### src/design/mlm_pkg.sv
`timescale 1ns / 1ps
// Shared types and constants for the multichannel level meter.
// Holds the register map, the sequencer state type and fixed field widths.
// Depends on nothing else.

package mlm_pkg;

  // Configuration port widths
  localparam int CFG_INDEX_W = 2;
  localparam int CFG_DATA_W  = 16;

  // Register field widths
  localparam int CHANNEL_COUNT_W = 4;
  localparam int FRAMES_W        = 13;
  localparam int FACTOR_W        = 16;

  // Register indexes
  typedef enum logic [CFG_INDEX_W-1:0] {
    CFG_CHANNEL_COUNT    = 2'd0,
    CFG_FRAMES_PER_BLOCK = 2'd1,
    CFG_SMOOTHING_FACTOR = 2'd2
  } cfg_index_t;

  // Register values after reset
  localparam logic [CHANNEL_COUNT_W-1:0] CHANNEL_COUNT_RESET    = 4'd2;
  localparam logic [FRAMES_W-1:0]        FRAMES_PER_BLOCK_RESET = 13'd32;
  localparam logic [FACTOR_W-1:0]        SMOOTHING_FACTOR_RESET = 16'd210;

  // Rounding term of the Q0.16 smoothing product
  localparam logic [FACTOR_W-1:0] FACTOR_ROUND = 16'h8000;

  // Sequencer states
  typedef enum logic [2:0] {
    ST_IDLE,
    ST_FLUSH,
    ST_READ,
    ST_LOAD,
    ST_DIVIDE,
    ST_SCALE,
    ST_UPDATE
  } state_t;

endpackage

### src/design/multichannel_level_meter.sv
`timescale 1ns / 1ps
// Top level of the multichannel level meter: accumulation, block-end sequencer,
// divider and smoothing datapath, with per-channel state held in two memories.
// Depends on mlm_pkg.

// Interleaved signed samples are taken one per clock while a block is being
// gathered; each beat adds the sample's magnitude into its channel's entry of the
// sum memory by read, add and write-back, with forwarding when two beats in a
// row hit the same channel. When the last sample of a block is taken, the input
// stalls while a sequencer walks the active channels in order: it reads the sum
// and the stored average and peak, divides the sum by the frames taken with a
// shared divider that yields one quotient bit per cycle, applies the Q0.16
// smoothing step and writes the new average and peak back. A flush state opens
// the block end; each channel then passes through the read, load, divide, scale
// and update states, waiting in update while the result side stalls, and one
// result beat per channel leaves through an output register, the final one
// marked last. The sums restart from zero after every block; averages and peaks
// clear only on reset. Configuration is taken on any cycle and should be written
// while idle.

module multichannel_level_meter #(
  parameter int CHANNELS    = 8,
  parameter int MAX_FRAMES  = 4096,
  parameter int SAMPLE_BITS = 24,
  localparam int CH_W = (CHANNELS > 1) ? $clog2(CHANNELS) : 1
) (
  input  logic                                 clk,
  input  logic                                 rst,
  // Configuration writes
  input  logic                                 cfg_valid,
  output logic                                 cfg_ready,
  input  logic [mlm_pkg::CFG_INDEX_W-1:0]      cfg_index,
  input  logic [mlm_pkg::CFG_DATA_W-1:0]       cfg_data,
  // Sample input
  input  logic                                 sample_valid,
  output logic                                 sample_stall,
  input  logic signed [SAMPLE_BITS-1:0]        sample,
  // Result output
  output logic                                 result_valid,
  input  logic                                 result_stall,
  output logic [CH_W-1:0]                      channel_index,
  output logic [SAMPLE_BITS-1:0]               block_level,
  output logic [SAMPLE_BITS-1:0]               average_level,
  output logic [SAMPLE_BITS-1:0]               peak_level,
  output logic                                 last_channel
);

  localparam int LEVEL_W = SAMPLE_BITS;
  localparam int FP_W    = (MAX_FRAMES > 1) ? $clog2(MAX_FRAMES) : 1;
  localparam int CNT_W   = FP_W + 1;
  localparam int SUM_W   = SAMPLE_BITS + $clog2(MAX_FRAMES);
  localparam int NCH_W   = $clog2(CHANNELS + 1);
  localparam int NFR_W   = $clog2(MAX_FRAMES + 1);
  localparam int DC_W    = (SUM_W > 1) ? $clog2(SUM_W) : 1;
  localparam int PROD_W  = mlm_pkg::FACTOR_W + LEVEL_W + 1;

  // Configuration registers
  logic [mlm_pkg::CHANNEL_COUNT_W-1:0] channel_count;
  logic [mlm_pkg::FRAMES_W-1:0]        frames_per_block;
  logic [mlm_pkg::FACTOR_W-1:0]        smoothing_factor;

  // Position counters and sequencer
  logic [CH_W-1:0]        chan_pos, chan_pos_next;
  logic [FP_W-1:0]        frame_pos, frame_pos_next;
  logic [CNT_W-1:0]       frame_count;
  mlm_pkg::state_t        state, state_next;
  logic [CH_W-1:0]        drain_ch;

  // Accumulation pipeline
  logic                   b_valid;
  logic [CH_W-1:0]        b_ch;
  logic [SAMPLE_BITS-1:0] b_mag;
  logic                   fwd_valid;
  logic [CH_W-1:0]        fwd_ch;
  logic [SUM_W-1:0]       fwd_sum;

  // Memories and their read registers
  logic [SUM_W-1:0]       sum_mem [CHANNELS];
  logic [2*LEVEL_W-1:0]   lvl_mem [CHANNELS];
  logic [CHANNELS-1:0]    sum_valid;
  logic [CHANNELS-1:0]    lvl_valid;
  logic [SUM_W-1:0]       sum_rd;
  logic                   sum_rd_valid;
  logic [2*LEVEL_W-1:0]   lvl_rd;
  logic                   lvl_rd_valid;

  // Divider and smoothing datapath
  logic [SUM_W-1:0]       div_num;
  logic [CNT_W-1:0]       div_rem;
  logic [LEVEL_W-1:0]     quot;
  logic [DC_W-1:0]        div_cnt;
  logic [LEVEL_W-1:0]     avg_reg;
  logic [LEVEL_W-1:0]     peak_reg;
  logic [LEVEL_W-1:0]     step_reg;
  logic                   up_reg;

  // Combinational signals
  logic [NCH_W-1:0]       nch;
  logic [NFR_W-1:0]       nfr;
  logic                   accept;
  logic                   chan_wrap;
  logic                   frame_wrap;
  logic                   block_end;
  logic [SAMPLE_BITS-1:0] mag;
  logic [CH_W-1:0]        sum_raddr;
  logic [SUM_W-1:0]       sum_base;
  logic [SUM_W-1:0]       sum_new;
  logic [CNT_W:0]         div_shift;
  logic                   div_take;
  logic                   div_done;
  logic [LEVEL_W-1:0]     diff;
  logic [PROD_W-1:0]      prod;
  logic [LEVEL_W-1:0]     avg_new;
  logic [LEVEL_W-1:0]     peak_new;
  logic                   out_free;
  logic                   drain_last;
  logic                   load_result;

  assign cfg_ready = 1'b1;

  // Configuration register writes
  always_ff @(posedge clk) begin
    if (rst) begin
      channel_count    <= mlm_pkg::CHANNEL_COUNT_RESET;
      frames_per_block <= mlm_pkg::FRAMES_PER_BLOCK_RESET;
      smoothing_factor <= mlm_pkg::SMOOTHING_FACTOR_RESET;
    end else if (cfg_valid && cfg_ready) begin
      unique case (cfg_index)
        mlm_pkg::CFG_CHANNEL_COUNT:
          channel_count <= cfg_data[mlm_pkg::CHANNEL_COUNT_W-1:0];
        mlm_pkg::CFG_FRAMES_PER_BLOCK:
          frames_per_block <= cfg_data[mlm_pkg::FRAMES_W-1:0];
        mlm_pkg::CFG_SMOOTHING_FACTOR:
          smoothing_factor <= cfg_data[mlm_pkg::FACTOR_W-1:0];
        default: ;
      endcase
    end
  end

  // Effective channel and frame counts, with zero read as one and clamping above
  always_comb begin
    if (channel_count == '0) begin
      nch = NCH_W'(1);
    end else if (32'(channel_count) > CHANNELS) begin
      nch = NCH_W'(CHANNELS);
    end else begin
      nch = NCH_W'(channel_count);
    end
    if (frames_per_block == '0) begin
      nfr = NFR_W'(1);
    end else if (32'(frames_per_block) > MAX_FRAMES) begin
      nfr = NFR_W'(MAX_FRAMES);
    end else begin
      nfr = NFR_W'(frames_per_block);
    end
  end

  // Frame and block boundaries of the beat being taken
  assign accept     = sample_valid && !sample_stall;
  assign chan_wrap  = (32'(chan_pos) + 32'd1) >= 32'(nch);
  assign frame_wrap = (32'(frame_pos) + 32'd1) >= 32'(nfr);
  assign block_end  = chan_wrap && frame_wrap;
  assign mag        = sample[SAMPLE_BITS-1] ? $unsigned(-sample) : $unsigned(sample);

  always_comb begin
    chan_pos_next  = chan_pos;
    frame_pos_next = frame_pos;
    if (accept) begin
      if (!chan_wrap) begin
        chan_pos_next = chan_pos + CH_W'(1);
      end else begin
        chan_pos_next  = '0;
        frame_pos_next = frame_wrap ? '0 : frame_pos + FP_W'(1);
      end
    end
  end

  always_ff @(posedge clk) begin
    if (rst) begin
      chan_pos  <= '0;
      frame_pos <= '0;
    end else begin
      chan_pos  <= chan_pos_next;
      frame_pos <= frame_pos_next;
    end
  end

  // Frames taken in the block, kept as the divisor for the block end
  always_ff @(posedge clk) begin
    if (accept && block_end) begin
      frame_count <= CNT_W'(frame_pos) + CNT_W'(1);
    end
  end

  // Second accumulation stage: add the magnitude to the stored sum
  always_ff @(posedge clk) begin
    if (rst) begin
      b_valid   <= 1'b0;
      fwd_valid <= 1'b0;
    end else begin
      b_valid   <= accept;
      fwd_valid <= b_valid;
    end
  end

  always_ff @(posedge clk) begin
    b_ch    <= chan_pos;
    b_mag   <= mag;
    fwd_ch  <= b_ch;
    fwd_sum <= sum_new;
  end

  // A write-back of the previous cycle is not yet visible in the read data
  always_comb begin
    if (fwd_valid && (fwd_ch == b_ch)) begin
      sum_base = fwd_sum;
    end else if (sum_rd_valid) begin
      sum_base = sum_rd;
    end else begin
      sum_base = '0;
    end
    sum_new = sum_base + SUM_W'(b_mag);
  end

  // Sum memory
  assign sum_raddr = (state == mlm_pkg::ST_IDLE) ? chan_pos : drain_ch;

  always_ff @(posedge clk) begin
    if (b_valid) begin
      sum_mem[b_ch] <= sum_new;
    end
    sum_rd <= sum_mem[sum_raddr];
  end

  // Sum entries count as zero until written in the current block
  always_ff @(posedge clk) begin
    if (rst) begin
      sum_valid    <= '0;
      sum_rd_valid <= 1'b0;
    end else begin
      sum_rd_valid <= sum_valid[sum_raddr];
      if (load_result && drain_last) begin
        sum_valid <= '0;
      end else if (b_valid) begin
        sum_valid[b_ch] <= 1'b1;
      end
    end
  end

  // Level memory: smoothed average in the upper half, peak in the lower half
  always_ff @(posedge clk) begin
    if (load_result) begin
      lvl_mem[drain_ch] <= {avg_new, peak_new};
    end
    lvl_rd <= lvl_mem[drain_ch];
  end

  always_ff @(posedge clk) begin
    if (rst) begin
      lvl_valid    <= '0;
      lvl_rd_valid <= 1'b0;
    end else begin
      lvl_rd_valid <= lvl_valid[drain_ch];
      if (load_result) begin
        lvl_valid[drain_ch] <= 1'b1;
      end
    end
  end

  // Restoring divider step: one quotient bit per cycle
  assign div_shift = {div_rem, div_num[SUM_W-1]};
  assign div_take  = div_shift >= {1'b0, frame_count};
  assign div_done  = div_cnt == DC_W'(SUM_W - 1);

  always_ff @(posedge clk) begin
    if (state == mlm_pkg::ST_LOAD) begin
      div_num  <= sum_rd_valid ? sum_rd : '0;
      div_rem  <= '0;
      div_cnt  <= '0;
      avg_reg  <= lvl_rd_valid ? lvl_rd[2*LEVEL_W-1:LEVEL_W] : '0;
      peak_reg <= lvl_rd_valid ? lvl_rd[LEVEL_W-1:0] : '0;
    end else if (state == mlm_pkg::ST_DIVIDE) begin
      div_num <= {div_num[SUM_W-2:0], 1'b0};
      div_rem <= div_take ? CNT_W'(div_shift - {1'b0, frame_count}) : div_shift[CNT_W-1:0];
      quot    <= {quot[LEVEL_W-2:0], div_take};
      div_cnt <= div_cnt + DC_W'(1);
    end
  end

  // Smoothing step: rounded Q0.16 fraction of the distance to the block mean
  assign diff = (quot >= avg_reg) ? (quot - avg_reg) : (avg_reg - quot);
  assign prod = PROD_W'(smoothing_factor) * PROD_W'(diff) + PROD_W'(mlm_pkg::FACTOR_ROUND);

  always_ff @(posedge clk) begin
    if (state == mlm_pkg::ST_SCALE) begin
      step_reg <= prod[mlm_pkg::FACTOR_W +: LEVEL_W];
      up_reg   <= quot >= avg_reg;
    end
  end

  assign avg_new  = up_reg ? (avg_reg + step_reg) : (avg_reg - step_reg);
  assign peak_new = (quot > peak_reg) ? quot : peak_reg;

  // Sequencer control
  assign out_free   = !result_valid || !result_stall;
  assign drain_last = (32'(drain_ch) + 32'd1) >= 32'(nch);

  always_comb begin
    sample_stall = state != mlm_pkg::ST_IDLE;
    load_result  = (state == mlm_pkg::ST_UPDATE) && out_free;
  end

  always_comb begin
    state_next = state;
    unique case (state)
      mlm_pkg::ST_IDLE:   if (accept && block_end) state_next = mlm_pkg::ST_FLUSH;
      mlm_pkg::ST_FLUSH:  state_next = mlm_pkg::ST_READ;
      mlm_pkg::ST_READ:   state_next = mlm_pkg::ST_LOAD;
      mlm_pkg::ST_LOAD:   state_next = mlm_pkg::ST_DIVIDE;
      mlm_pkg::ST_DIVIDE: if (div_done) state_next = mlm_pkg::ST_SCALE;
      mlm_pkg::ST_SCALE:  state_next = mlm_pkg::ST_UPDATE;
      mlm_pkg::ST_UPDATE: begin
        if (out_free) begin
          state_next = drain_last ? mlm_pkg::ST_IDLE : mlm_pkg::ST_READ;
        end
      end
      default:            state_next = mlm_pkg::ST_IDLE;
    endcase
  end

  always_ff @(posedge clk) begin
    if (rst) begin
      state    <= mlm_pkg::ST_IDLE;
      drain_ch <= '0;
    end else begin
      state <= state_next;
      if (state == mlm_pkg::ST_FLUSH) begin
        drain_ch <= '0;
      end else if (load_result) begin
        drain_ch <= drain_ch + CH_W'(1);
      end
    end
  end

  // Output register: one result beat per channel
  always_ff @(posedge clk) begin
    if (rst) begin
      result_valid <= 1'b0;
    end else if (load_result) begin
      result_valid <= 1'b1;
    end else if (!result_stall) begin
      result_valid <= 1'b0;
    end
  end

  always_ff @(posedge clk) begin
    if (load_result) begin
      channel_index <= drain_ch;
      block_level   <= quot;
      average_level <= avg_new;
      peak_level    <= peak_new;
      last_channel  <= drain_last;
    end
  end

endmodule

### config.mk
export PLATFORM = sky130hd
export DESIGN_NAME = multichannel_level_meter
export DESIGN_NICKNAME = d
export VERILOG_FILES = /design/src/design/mlm_pkg.sv /design/src/design/multichannel_level_meter.sv
export SDC_FILE = /design/constraint.sdc
export NUM_CORES = 2
export LEC_CHECK = 0
export BUFFER_PORTS_ARGS = -buffer_cell sky130_fd_sc_hd__buf_2
export CAP_MARGIN = 20
export CORE_ASPECT_RATIO = 1.75
export CORE_MARGIN = 2
export CORE_UTILIZATION = 60
export DETAILED_ROUTE_END_ITERATION = 7
export HOLD_SLACK_MARGIN = 0.08
export PLACE_DENSITY = 0.77
export SETUP_SLACK_MARGIN = 0.15
export SYNTH_ARGS = -nofsm -noshare
export SYNTH_HDL_FRONTEND = slang
export SYNTH_SLANG_ARGS = --single-unit
### constraint.sdc
create_clock -name clk -period 19.2 [get_ports clk]
set_input_delay 2.88 -clock clk [delete_from_list [all_inputs] [get_ports clk]]
set_output_delay 2.88 -clock clk [all_outputs]
set_load 0.005 [all_outputs]
==> results by group <==
Timing
  • Setup Skew: 0.0557 ns
  • Max-slew violations: 0
  • Setup TNS: 0 ns
  • Slew @ Worst Pin: 1.18 ns
  • Final number of hold-violating endpoints: 0
  • Worst slew margin: 21.1%
  • F_max: 0.0922 GHz
  • Final Critical Period: 10.84 ns
  • Ratio of final minimum period to clock period: 56.5%
  • RSZ-0062 raised after global routing: no
  • # setup viols final: 0

Clock network
  • CTS tree: built
  • Clock Path Buffers: 3
  • Post-CTS Hold Buffers: 0
  • Root Driver: clkbuf_16
  • CTS buffer count: 95
  • CTS clk-pin slew, worst paths: 0.07 ns
  • # clock sinks: 1138
  • Clk_lat worst skew: 0.70 ns
  • Post-CTS resize count: 0
  • Setup repair bufs after CTS: 0
  • H-tree level count: 3

Synth
  • Yosys reg bits: 1138
  • Synthesized area: 61100 um2
  • Most area-consuming cells after synthesis: edfxtp_1 (44%), fa_1 (10%), dfxtp_1 (8.0%), ha_1 (5.9%), nand2_1 (4.9%)
  • Mapped Cells: 5163
  • Post-synth top area share: 43.9%
  • Top FF cell, synth: edfxtp_1
  • Post-synth ARST share: 0%
  • Avg Inst Size Synth: 11.8 um2
  • Yosys warning count: 0
  • Number of synthesized flops with an enable pin: 894
  • Register area share after synthesis: 51.9%
  • Synth area leader: edfxtp_1
  • Distinct cells, synth: 85
  • Syn_nets: 5807

Placement
  • Post-DP HPWL: 103000 um
  • PortBufs: 124
  • Placed cell areas: 63300 um2
  • Gpl congestion: 0.962

Drt
  • Via-per-instance ratio: 6.05
  • DRC viols: 0
  • DR WL/cell: 22.8 um
  • Drt pass-1 iters: 8
  • Routed Wire Length: 151000 um
  • Vias: 40100
  • DRT iter0 DRCs: 3176
  • Post-route ant nets: 0

Final layout
  • Register with the most flip-flops: lvl_mem
  • Nets: 5866
  • Max reg flops: 384
  • Layout cells sized above 1: 10.8%
  • Leading registers by flop count: lvl_mem (384), sum_mem (288), lvl_rd (48)
  • Fillers: 7320
  • Commonest non-fill, non-tap cell in the layout: edfxtp_1
  • Most frequent cells in the layout: edfxtp_1 (894), nand2_1 (794), inv_1 (509)
  • Area grow syn2layout: 8.94%
  • Post-route cell area: 66600 um2

Hold path
  • Hold path depth: 0
  • Hold endpoint: fwd_ch[0]
  • Worst hold start: b_ch[0]
  • Hold WC Path Type: flip-flop to flip-flop

Global routing
  • Gr usage total: 29.5%
  • GRT overflow: 0
  • Largest net degree at the start of global routing: 81
  • First-pass GRT wire length: 234000 um
  • Number of global-route vias before repair: 41800
  • Antenna violations before repair: 2

Die
  • Total core area: 101000 um2
  • Starting Density: 60.6%
  • Die area: 105000 um2
  • Die X-Extent: 245 um
  • Die height: 426 um
  • Ports: 126
  • Rows: 154

Pwr
  • PD cells: 90.1 nW/um2
  • Peak supply drop: 101 uV
  • Pleak: 26.6 nW

Critical path
  • Top delay family on crit path: adder cells
  • CP most frequent cell: fa_1
  • R2R depth: 31
  • Worst path depth: 31
  • FF-to-FF End: step_reg[20]
  • Crit path buf inv count: 5
  • Reg2reg setup slack: 8.36 ns
  • Crit-path max cell delay: 0.82 ns
  • CP arrival: 11.30 ns
  • Crit path launch type: flip-flop
  • Worst Path Required: 19.66 ns
  • Crit path kind: flip-flop to flip-flop
  • Critical Path Fanout Max: 21
  • Worst R2R Start: quot[0]
  • Worst Setup End Kind: flip-flop
  • Slowest cell on crit path: xor2_2

Status
  • Status: complete, no violations

Flow run
  • Max cap viols: 0
==> report_power, final <==
part	internal, mW	leakage [nW]	switching (mW)	total, mW
sequential	2.81	10.1	0.0330	2.84
clock	1.13	1.58	0.889	2.02
combinational	0.411	14.9	0.722	1.13
total	4.35	26.6	1.64	6.00
==> worst max-delay path by stage <==
stage                            start             to  slack (ns)
final                          quot[0]   step_reg[20]        8.36
after detailed placement       quot[0]   step_reg[20]        8.16
after global routing           quot[0]   step_reg[20]        7.90
after CTS                      quot[0]   step_reg[20]        8.17
after floorplan           result_stall  lvl_mem[0][0]        7.77
after global placement         quot[0]   step_reg[20]        8.36
==> logic make-up (layout without fill, tap and decap cells) <==
family	after synthesis	after routing	share of synthesized area, %
multiplexers	184	184	5.13
flip-flops	1138	1138	51.9
buffers and inverters	751	889	4.71
other	1	2	0.00614
AND/OR/NAND/NOR	1680	1680	12.9
AO/OA/AOI/OAI	642	642	6.84
adder cells (fa/ha/maj)	597	597	16.0
XOR/XNOR	170	170	2.44
==> layout make-up <==
class	count	area, um2	share of cell area (%)
Tap cell	1326	1660	2.49
Sequential cell	1138	31700	47.7
Antenna cell	1	2.50	0.00376
Clock buffer	122	2570	3.86
Clock inverter	54	672	1.01
Timing Repair Buffer	203	1220	1.83
Inverter	510	1910	2.88
Multi-Input combinational cell	3274	26800	40.2
==> Yosys cell counts (19+ instances only) <==
master and instances:
a21o_1 77, a21oi_1 158, a31oi_1 22, and2_1 214, and3_1 25, buf_1 29, buf_2 19, clkbuf_1 187
dfxtp_1 244, edfxtp_1 894, fa_1 310, ha_1 287, inv_1 508, mux2_2 53, mux2i_1 33, mux4_2 98
nand2_1 794, nand2b_1 34, nand3_1 270, nand4_1 53, nor2_1 138, nor2b_1 32, nor3_1 36, o2111ai_1 27
o21a_1 28, o21ai_0 172, o311a_1 24, xnor2_1 108, xor2_1 62
==> worst register-to-register path: cells and delay by family, from the launching register on <==
kind / cells / cell delay (ns)
DFF: 1 / 0.43
adders and majority gates: 8 / 4.08
and+or+nand+nor: 5 / 0.96
muxes: 1 / 0.34
xor gates and xnor gates: 2 / 0.91
buffers and inverters: 5 / 0.70
AOI/OAI and AO/OA: 10 / 3.22
==> metrics by stage <==
step	hold slack [ns]	std cells	setup slack, ns	utilization [%]	total power, mW
2_1_floorplan	0.370	5163	7.77	-	3.70
3_3_place_gp	0.383	6449	8.36	62.8	3.99
3_5_place_dp	0.383	6450	8.16	62.8	4.01
4_1_cts	0.394	6626	8.17	66.0	6.03
5_1_grt	0.404	6628	7.90	66.1	6.24
6_report	0.395	6628	8.36	66.1	6.00
==> routing by layer <==
metal	global-route usage, %	wire, um	vias to the layer above
met5	0	0	-
met4	18.7	9990	0
met3	3.23	7830	501
met2	54.1	80900	1550
met1	32.2	52700	20000
li1	-	-	18000
Note: power is estimated with default switching activity, not from simulation.
